**src/fcu_pkg.sv**
```systemverilog
// Shared constants, widths and arithmetic helpers for the free-look camera update block.
package fcu_pkg;

  localparam int POS_BITS        = 32;
  localparam int VEC_FRAC_BITS   = 14;
  localparam int TRIG_ITERATIONS = 16;

  // vector and angle widths
  localparam int VW      = VEC_FRAC_BITS + 2;  // stored unit-vector component
  localparam int NW      = VEC_FRAC_BITS + 3;  // raw component before normalizing
  localparam int ANG_W   = 26;                 // yaw state, signed
  localparam int PITCH_W = 24;
  localparam int YAW_O_W = 25;
  localparam int SUM_W   = 29;                 // angle plus mouse step
  localparam int ZW      = 27;                 // CORDIC angle accumulator
  localparam int XW      = 34;                 // CORDIC x/y, Q2.30 plus growth
  localparam int PW      = 2 * NW;             // fixed-point product
  localparam int VEL_W   = 34;                 // speed * elapsed
  localparam int MPW     = VW + VEL_W;         // move product

  // normalize unit
  localparam int SQ_W     = 2 * NW;
  localparam int ACC_W    = 2 * NW + 2;
  localparam int SQ_STEPS = NW + 1;
  localparam int LEN_W    = NW + 1;
  localparam int DIV_W    = LEN_W + VEC_FRAC_BITS + 1;
  localparam int QB       = VEC_FRAC_BITS + 1;
  localparam int CNT_W    = 6;

  localparam logic signed [ZW-1:0] DEG_89  = ZW'(89 * 65536);
  localparam logic signed [ZW-1:0] DEG_90  = ZW'(90 * 65536);
  localparam logic signed [ZW-1:0] DEG_180 = ZW'(180 * 65536);
  localparam logic signed [ZW-1:0] DEG_360 = ZW'(360 * 65536);
  localparam logic signed [XW-1:0] CORDIC_GAIN = XW'(652032875);
  localparam logic signed [VW-1:0] VEC_ONE = VW'(1 << VEC_FRAC_BITS);

  localparam int TAB_LEN = 30;
  localparam int TAB_W   = $clog2(TAB_LEN);

  // configuration register indexes
  localparam logic [2:0] REG_SPEED = 3'd0;
  localparam logic [2:0] REG_SENS  = 3'd1;
  localparam logic [2:0] REG_POS_X = 3'd2;
  localparam logic [2:0] REG_POS_Y = 3'd3;
  localparam logic [2:0] REG_POS_Z = 3'd4;

  // atan(2^-i) in Q16 degrees
  function automatic logic signed [ZW-1:0] atan_deg(input logic [TAB_W-1:0] i);
    logic signed [ZW-1:0] r;
    case (i)
      5'd0:  r = ZW'(2949120);
      5'd1:  r = ZW'(1740967);
      5'd2:  r = ZW'(919879);
      5'd3:  r = ZW'(466945);
      5'd4:  r = ZW'(234378);
      5'd5:  r = ZW'(117305);
      5'd6:  r = ZW'(58666);
      5'd7:  r = ZW'(29335);
      5'd8:  r = ZW'(14668);
      5'd9:  r = ZW'(7334);
      5'd10: r = ZW'(3667);
      5'd11: r = ZW'(1833);
      5'd12: r = ZW'(917);
      5'd13: r = ZW'(458);
      5'd14: r = ZW'(229);
      5'd15: r = ZW'(115);
      5'd16: r = ZW'(57);
      5'd17: r = ZW'(29);
      5'd18: r = ZW'(14);
      5'd19: r = ZW'(7);
      5'd20: r = ZW'(4);
      5'd21: r = ZW'(2);
      5'd22: r = ZW'(1);
      default: r = '0;
    endcase
    return r;
  endfunction

  // shift right by s, rounding the magnitude half away from zero
  function automatic logic signed [63:0] rnd_shr(input logic signed [63:0] v, input int s);
    logic [63:0] m;
    m = v[63] ? 64'(-v) : 64'(v);
    m = (m + (64'd1 << (s - 1))) >> s;
    return v[63] ? -$signed(m) : $signed(m);
  endfunction

  function automatic logic signed [POS_BITS-1:0] sat_pos(input logic signed [63:0] v);
    logic signed [63:0] hi;
    logic signed [63:0] lo;
    hi = (64'sd1 <<< (POS_BITS - 1)) - 64'sd1;
    lo = -hi - 64'sd1;
    if (v > hi) return POS_BITS'(hi);
    if (v < lo) return POS_BITS'(lo);
    return POS_BITS'(v);
  endfunction

endpackage

```
**src/fcu_norm.sv**
```systemverilog
// Vector normalize unit: sum of squares, bit-serial square root, restoring divide.
module fcu_norm import fcu_pkg::*; (
  input  logic                 clk_i,
  input  logic                 rst_ni,
  input  logic                 start_i,
  input  logic signed [NW-1:0] vx_i,
  input  logic signed [NW-1:0] vy_i,
  input  logic signed [NW-1:0] vz_i,
  output logic                 done_o,
  output logic signed [VW-1:0] ux_o,
  output logic signed [VW-1:0] uy_o,
  output logic signed [VW-1:0] uz_o
);

  localparam logic [2:0] N_IDLE  = 3'd0;
  localparam logic [2:0] N_SQ    = 3'd1;
  localparam logic [2:0] N_SQRT  = 3'd2;
  localparam logic [2:0] N_DLOAD = 3'd3;
  localparam logic [2:0] N_DIV   = 3'd4;
  localparam logic [2:0] N_DONE  = 3'd5;

  logic [2:0]              st_q, st_d;
  logic [CNT_W-1:0]        cnt_q;
  logic [1:0]              k_q;
  logic [NW-1:0]           mag_q [3];
  logic [2:0]              sgn_q;
  logic [SQ_W-1:0]         prod_q;
  logic [ACC_W-1:0]        acc_q, n_q, r_q, b_q;
  logic [LEN_W-1:0]        len_q;
  logic [DIV_W-1:0]        dvd_q, dsr_q;
  logic [QB-1:0]           quo_q;
  logic signed [VW-1:0]    res_q [3];

  logic [NW-1:0]           sq_mag;
  logic [ACC_W:0]          sqs;
  logic                    qbit;
  logic [QB-1:0]           qn, qc;

  assign sq_mag = (cnt_q == CNT_W'(0)) ? mag_q[0] :
                  (cnt_q == CNT_W'(1)) ? mag_q[1] : mag_q[2];
  assign sqs    = (ACC_W + 1)'(r_q) + (ACC_W + 1)'(b_q);
  assign qbit   = (dvd_q >= dsr_q);
  assign qn     = {quo_q[QB-2:0], qbit};
  assign qc     = (qn > QB'(1 << VEC_FRAC_BITS)) ? QB'(1 << VEC_FRAC_BITS) : qn;

  always_comb begin
    st_d = st_q;
    unique case (st_q)
      N_IDLE:  if (start_i) st_d = N_SQ;
      N_SQ:    if (cnt_q == CNT_W'(3)) st_d = N_SQRT;
      N_SQRT:  if (cnt_q == CNT_W'(SQ_STEPS - 1)) st_d = N_DLOAD;
      N_DLOAD: st_d = N_DIV;
      N_DIV: begin
        if (cnt_q == CNT_W'(QB - 1)) st_d = (k_q == 2'd2) ? N_DONE : N_DLOAD;
      end
      N_DONE:  st_d = N_IDLE;
      default: st_d = N_IDLE;
    endcase
  end

  always_ff @(posedge clk_i or negedge rst_ni) begin
    if (!rst_ni) begin
      st_q  <= N_IDLE;
      cnt_q <= '0;
      k_q   <= '0;
    end else begin
      st_q <= st_d;
      if (st_d != st_q) cnt_q <= '0;
      else              cnt_q <= cnt_q + 1'b1;
      if (st_q == N_IDLE) k_q <= '0;
      else if (st_q == N_DIV && cnt_q == CNT_W'(QB - 1)) k_q <= k_q + 1'b1;
    end
  end

  always_ff @(posedge clk_i) begin
    unique case (st_q)
      N_IDLE: begin
        sgn_q    <= {vz_i[NW-1], vy_i[NW-1], vx_i[NW-1]};
        mag_q[0] <= vx_i[NW-1] ? NW'(-vx_i) : NW'(vx_i);
        mag_q[1] <= vy_i[NW-1] ? NW'(-vy_i) : NW'(vy_i);
        mag_q[2] <= vz_i[NW-1] ? NW'(-vz_i) : NW'(vz_i);
      end
      N_SQ: begin
        prod_q <= SQ_W'(sq_mag) * SQ_W'(sq_mag);
        acc_q  <= (cnt_q == CNT_W'(0)) ? '0 : acc_q + ACC_W'(prod_q);
        n_q    <= acc_q + ACC_W'(prod_q);
        r_q    <= '0;
        b_q    <= ACC_W'(1) << (ACC_W - 2);
      end
      N_SQRT: begin
        if ({1'b0, n_q} >= sqs) begin
          n_q <= ACC_W'((ACC_W + 1)'(n_q) - sqs);
          r_q <= (r_q >> 1) + b_q;
        end else begin
          r_q <= r_q >> 1;
        end
        b_q <= b_q >> 2;
      end
      N_DLOAD: begin
        if (cnt_q == CNT_W'(0) && k_q == 2'd0) len_q <= LEN_W'(r_q);
        dvd_q <= DIV_W'({mag_q[k_q], {VEC_FRAC_BITS{1'b0}}})
               + DIV_W'(((k_q == 2'd0) ? LEN_W'(r_q) : len_q) >> 1);
        dsr_q <= DIV_W'({((k_q == 2'd0) ? LEN_W'(r_q) : len_q), {VEC_FRAC_BITS{1'b0}}});
        quo_q <= '0;
      end
      N_DIV: begin
        if (qbit) dvd_q <= dvd_q - dsr_q;
        dsr_q <= dsr_q >> 1;
        quo_q <= qn;
        if (cnt_q == CNT_W'(QB - 1)) begin
          // zero-length vector normalizes to zero
          if (len_q == '0)    res_q[k_q] <= '0;
          else if (sgn_q[k_q]) res_q[k_q] <= -$signed(VW'(qc));
          else                 res_q[k_q] <= $signed(VW'(qc));
        end
      end
      default: ;
    endcase
  end

  assign done_o = (st_q == N_DONE);
  assign ux_o   = res_q[0];
  assign uy_o   = res_q[1];
  assign uz_o   = res_q[2];

endmodule

```
**config.mk**
```make
export PLATFORM = sky130hd
export DESIGN_NAME = fcu_norm
export DESIGN_NICKNAME = d
export VERILOG_FILES = /design/src/fcu_pkg.sv /design/src/fcu_norm.sv
export SDC_FILE = /design/constraint.sdc
export NUM_CORES = 1
export LEC_CHECK = 0
export BUFFER_PORTS_ARGS = -buffer_cell sky130_fd_sc_hd__buf_2
export CELL_PAD_IN_SITES_DETAIL_PLACEMENT = 1
export CELL_PAD_IN_SITES_GLOBAL_PLACEMENT = 2
export CORE_MARGIN = 1
export CORE_UTILIZATION = 42
export CTS_CLUSTER_SIZE = 16
export DETAILED_ROUTE_END_ITERATION = 8
export PLACE_DENSITY = 0.91
export SLEW_MARGIN = 20
export SYNTH_ARGS = -nofsm -noshare
export SYNTH_HDL_FRONTEND = slang
export SYNTH_SLANG_ARGS = --single-unit
```
**constraint.sdc**
```tcl
create_clock -name clk_i -period 8.8 [get_ports clk_i]
set_clock_uncertainty 0.1 [all_clocks]
set_input_delay 0.44 -clock clk_i [delete_from_list [all_inputs] [get_ports clk_i]]
set_output_delay 0.44 -clock clk_i [all_outputs]
set_load 0.02 [all_outputs]
```
### After elaboration in Yosys (flattened, before gate mapping)

Memory sizes are Yosys's and may differ from the RTL's.
Index checks and enable logic that the tools add are counted.

| storage, ports and cells | value |
|---|---|
| register bits after elaboration | 290 |
| output and inout port bits | 49 |
| input port bits | 54 |
| RAM bits | 99 |
| memories kept | 2 |
| logic and storage cells | 105 |

Memories:

| name | depth | bits a word | read ports | clocked after memory_dff | wr ports | RTL line | text |
|---|---|---|---|---|---|---|---|
| mag_q | 3 | 17 | 4 | 0 | 3 | fcu_norm.sv:25 | `logic [NW-1:0] mag_q [3];` |
| res_q | 3 | 16 | 3 | 0 | 1 | fcu_norm.sv:32 | `logic signed [VW-1:0] res_q [3];` |

| operators by class | value |
|---|---|
| bitwise gates (word level) | 2 |
| reductions and logical operators | 12 |
| mux-type cells | 46 |
| eq/ne operators | 13 |
| add/sub/neg operators | 12 |
| order comparisons | 4 |
| multiply operators | 1 |

Operator list:

| kind | count |
|---|---|
| 36-bit one-hot mux with 2 select lines | 3 |
| 33-bit one-hot mux with 2 select lines | 2 |
| 17-bit two-way mux | 5 |
| 36-bit two-way mux | 2 |
| 17-bit negator | 3 |
| 36-bit by 36-bit adder with 37-bit output | 1 |
| 36-bit by 37-bit >= comparator with 1-bit output | 1 |
| 35-bit by 36-bit adder with 36-bit output | 1 |
| 36-bit by 34-bit adder with 36-bit output | 1 |
| 18-bit two-way mux | 2 |
| 36-bit subtractor | 1 |
| 17-bit by 17-bit multiplier with 34-bit output | 1 |
| 33-bit >= comparator | 1 |
| 33-bit two-way mux | 1 |
| 33-bit subtractor | 1 |
| 31-bit by 17-bit adder with 32-bit output | 1 |
| 16-bit two-way mux | 2 |
| 14-bit one-hot mux with 2 select lines | 1 |
| 18-bit zero test | 1 |
| 1-bit two-way mux | 17 |
| 15-bit negator with 16-bit output | 1 |
| 15-bit greater-than comparator, second input constant | 1 |
| 15-bit two-way mux | 1 |
| 3-bit two-way mux | 5 |
| 24 further kinds | 34 |

### Logic depth before layout (Yosys ltp)

| logic depth | value |
|---|---|
| depth after elaboration | 9 |
| mapped depth | 33 |
| gate-level depth less buffers | 30 |

### Least setup slack after synthesis

OpenSTA, ideal clock, no wires.

| path | value |
|---|---|
| path kind | register to register |
| start | register cnt_q[0] |
| end | register prod_q[33], data pin |
| path slack | 0.782 ns |
| data arrival time | 7.658 ns |
| path buffers | 2 |
| required time | 8.440 ns |
| library setup time | 0.260 ns |
| cell stages (with the launch flop) | 29 |
| clock period less this slack | 8.018 ns |
| path through | dfrtp_1 -> ha_1 -> nand3_1 -> buf_2 -> buf_2 -> mux2i_1 -> o21ai_1 -> clkinv_1 -> nor2_1 -> inv_1 -> fa_1 -> inv_1 -> fa_1 -> fa_1 -> fa_1 -> fa_1 -> inv_1 -> fa_1 -> inv_1 -> ha_1 -> a21o_1 -> a21o_1 -> a31o_2 -> nor4_1 -> o31ai_1 -> o41ai_2 -> o2111ai_1 -> a21oi_1 -> xnor2_1 |

| between the ends | value |
|---|---|
| cells in the longest elaborated chain, start to end | 4 |
| elaborated cells on any way between the ends | 5 |
| those cells by class | 1 x mul; 1 x eq/ne; 2 x mux; 1 x reduce/logical |

Ends and longest elaborated chain:

| item | RTL line | text |
|---|---|---|
| start: declaration | fcu_norm.sv:23 | `logic [CNT_W-1:0] cnt_q;` |
| start signal: assignment | fcu_norm.sv:69 | `else cnt_q <= cnt_q + 1'b1;` |
| 6-bit by 1-bit equality test with 1-bit output | fcu_norm.sv:40 | `(cnt_q == CNT_W'(1)) ? mag_q[1] : mag_q[2];` |
| 17-bit two-way mux | fcu_norm.sv:40 |  |
| 17-bit two-way mux (*) | fcu_norm.sv:39 | `assign sq_mag = (cnt_q == CNT_W'(0)) ? mag_q[0] :` |
| 17-bit by 17-bit multiplier with 34-bit output (*) | fcu_norm.sv:84 | `prod_q <= SQ_W'(sq_mag) * SQ_W'(sq_mag);` |
| end signal: assignment | fcu_norm.sv:84 |  |
| end: declaration | fcu_norm.sv:27 | `logic [SQ_W-1:0] prod_q;` |

Mark *: on every way between the ends. The rest lies on a longest branch, timed or not.
A chain may end at the register's enable or synchronous reset.

### Worst setup path after layout

Same ends and word-level chain as after synthesis.

==> impl_results.md <==
- Critical Path AT: 8510 ps
- Worst-path clk slew: 60 ps
- Switching pwr: 0.856 mW
- Die H: 275 um
- Max Cap Viol: 0
- Drt first-iter violations: 1475
- Seq/Total Area, Yosys: 35.2%
- Period utilisation layout: 94.0%
- Area after DPL: 0.0330 mm2
- CTS Root Cell: clkbuf_16
- Met1 usage: 31.0%
- Max stage delay cell, worst path: fa_1
- Clock network power share: 48.9%
- Worst-case vdd ir drop: 0.000129 V
- CP required: 9040 ps
- Fmax: 121 MHz
- DRC errors left: 2
- Total chip power: 3.85 mW
- Layout cells sized above 1: 8.56%
- Switch share: 22.2%
- Worst-Margin Slew: 1000 ps
- Routability Congestion: 0.876
- Final wirelength: 88.3 mm
- Max clock buf depth: 3
- Synth area leader: edfxtp_1
- CP endpoint kind: flop
- Nets: 3812
- Via Count: 24000
- Final hold vios: 0
- Row count: 99
- Vias/cell: 5.59
- P_leak: 14.8 nW
- Pint: 3.00 mW
- Rel. slew slack: 33.1%
- Post-Syn Nets: 3697
- Top FF cell, synth: edfxtp_1
- IO Pins: 103
- First-pass GRT wire length: 138 mm
- Critical Setup Path Class: flop to flop
- PwrDens: 111 mW/mm2
- FFs w/ async S/R, synth: 2.98%
- Ys Warns: 0
- Initial antenna violation count: 3
- Yosys cell types: 90
- DRT Pass-1 Iters: 7
- Final Hold Slack: 41.3 ps
- CP max stage delay: 590 ps
- Initial core utilization: 42.7%
- Gr ovfl total: 0
- Core ar.: 0.0733 mm2
- Largest net degree at the start of global routing: 70
- Die span in x: 275 um
- Synth Instances: 3189
- PortBufs: 102
- CTS tree: done
- Wire per inst: 20.5 um
- Cts bufs inserted: 46
- Number of nets still failing antenna checks after routing: 0
- Most Used Layer, Global Route: met2
- Clock latency on the worst-skew pair: 620 ps
- Clock sinks: 369
- Post-Syn Area: 0.0313 mm2
- WP buf/inv: 7
- Clock period minus worst slack: 8270 ps
- Outcome: complete, but fails checks
- Yosys top cell area share: 34.4%
- Grt met2 use: 39.4%
- Sequential share of power: 49.5%
- Comb power frac: 1.7%
- CTS H-tree depth: 2
- Post-Syn Area per Cell: 9.81 um2
- Die area: 0.0756 mm2
- Critical path fanouts, max: 13
- Startpoint types: flop
- Hpwl dp: 68.1 mm
- Vias in the first global route: 25100
- Area grow syn2layout: 10.8%
- FF+latch count, synth: 369
- Met3 Use GR: 2.93%
- Max Slew Vio Count: 0
- Violated checks: DRC
- Global Route Usage Sum: 23.2%
- Post-route cell area: 0.0347 mm2
- Final setup vio count: 0
- Synth top area cells: edfxtp_1 34%, fa_1 13%, ha_1 10%
- Critical path's top delay family: adder cells
- EDFF count, synth: 358
- Top cell by count, worst path: fa_1
- Worst Hold Class: input port to flop
-- layout by cell type, fill, tap and decap left out, types with 39 or more instances in the layout --
cell / instances
a21oi_1: 181
clkbuf_16: 46
and3_1: 45
mux2i_1: 47
buf_4: 55
nor2_1: 285
a211oi_1: 44
ha_1: 258
fa_1: 196
nor3_1: 39
o21ai_0: 139
buf_2: 102
edfxtp_1: 358
a31oi_1: 44
xor2_1: 101
a21o_1: 59
nand3_1: 49
nand2_1: 287
inv_1: 388
xnor2_1: 154
-- synthesized netlist by cell type, types with 8 or more instances --
master,n
o31ai_1,25
a21oi_1,181
a21o_1,59
and3_1,46
nor2_1,288
or3_1,18
fa_1,196
xnor2_1,154
ha_1,258
o211ai_1,11
edfxtp_1,358
and2_1,30
nor2b_1,20
a31oi_1,44
nand3_1,50
a31o_2,12
nand2b_1,23
o21a_1,36
o21bai_1,35
nor4_1,15
xor2_1,101
nand4_1,21
dfrtp_1,11
o21ai_0,144
mux2i_1,47
clkbuf_1,82
nor3_1,42
inv_1,393
a211oi_1,44
nand2_1,290
o21ai_1,12
and4_1,8
-- registers in the layout (all words and copies together) (netlist names) --
register	flops
k_q	2
cnt_q	6
sgn_q	3
dvd_q	33
st_q	3
dsr_q	32
prod_q	33
n_q	36
b_q	18
quo_q	14
res_q	48
r_q	36
acc_q	36
len_q	18
mag_q	51
-- cells by family (layout without fill, tap and decap cells) --
logic type / count (synthesis) / count (layout) / synth area share [%]
adders and majority gates: 454 / 454 / 22.9
and+or+nand+nor: 879 / 880 / 12.8
DFF: 369 / 369 / 35.2
muxes: 53 / 53 / 1.72
other: 0 / 1 / 0
xor gates and xnor gates: 255 / 255 / 7.14
buffers and inverters: 495 / 646 / 6.01
AOI/OAI and AO/OA: 684 / 684 / 14.2
-- final cells by class --
cell class,instances,area [um2]
Timing Repair Buffer,161,963
Sequential cell,369,11000
Tap cell,959,1200
Inverter,400,1520
Clock inverter,31,303
Multi-Input combinational cell,2326,18500
Fill cell,8411,38700
Antenna cell,1,2.50
Clock buffer,54,1180
-- per-layer routing --
metal / wire, um / part of all wire, %
met3: 3590 / 4.1
met2: 43200 / 49
met1: 39400 / 45
met5: 13 / 0.015
met4: 2210 / 2.5
-- through the flow --
step | TNS [ps] | utilization (%) | setup slack (ps) | std cells
6_report | 0 | 47.3 | 527 | 4301
5_1_grt | -25.8 | 47.3 | -25.8 | 4300
4_1_cts | 0 | 47.0 | 14.6 | 4286
3_5_place_dp | 0 | 45.0 | 103 | 4197
3_3_place_gp | 0 | 45.0 | 269 | 4197
2_1_floorplan | 0 | - | 782 | 3189
-- power groups by stage --
stage               Combinational, mW  Sequential (mW)  Clock, mW
floorplan                      0.0302             1.94          0
global placement               0.0600             1.94          0
detailed placement             0.0617             1.94          0
CTS                            0.0640             1.91       1.92
global route                   0.0691             1.90       1.98
finish                         0.0638             1.91       1.88
-- final timing paths --
kind	slack [ps]	endpoint	startpoint	cells past startpoint
max reg2reg	530	prod_q[33]$_DFFE_PP_	cnt_q[0]$_DFF_PN0_	27
max in group asynchronous	8190	st_q[2]$_DFF_PN0_	rst_ni	2
min	40	mag_q[2][14]$_DFFE_PP_	vz_i[14]	2
min in group asynchronous	160	cnt_q[3]$_DFF_PN0_	rst_ni	2
min reg2reg	450	cnt_q[0]$_DFF_PN0_	cnt_q[0]$_DFF_PN0_	1
max	530	prod_q[33]$_DFFE_PP_	cnt_q[0]$_DFF_PN0_	27
-- what timing repair did --
action                                  4_1_cts  5_1_grt
resized for setup                             0       15
endpoints found under the setup margin        0        9
endpoints found under the hold margin        14        0
hold buffers                                  4        0
setup buffers                                 0       13
No activity file was read; power rests on OpenSTA's default activity.
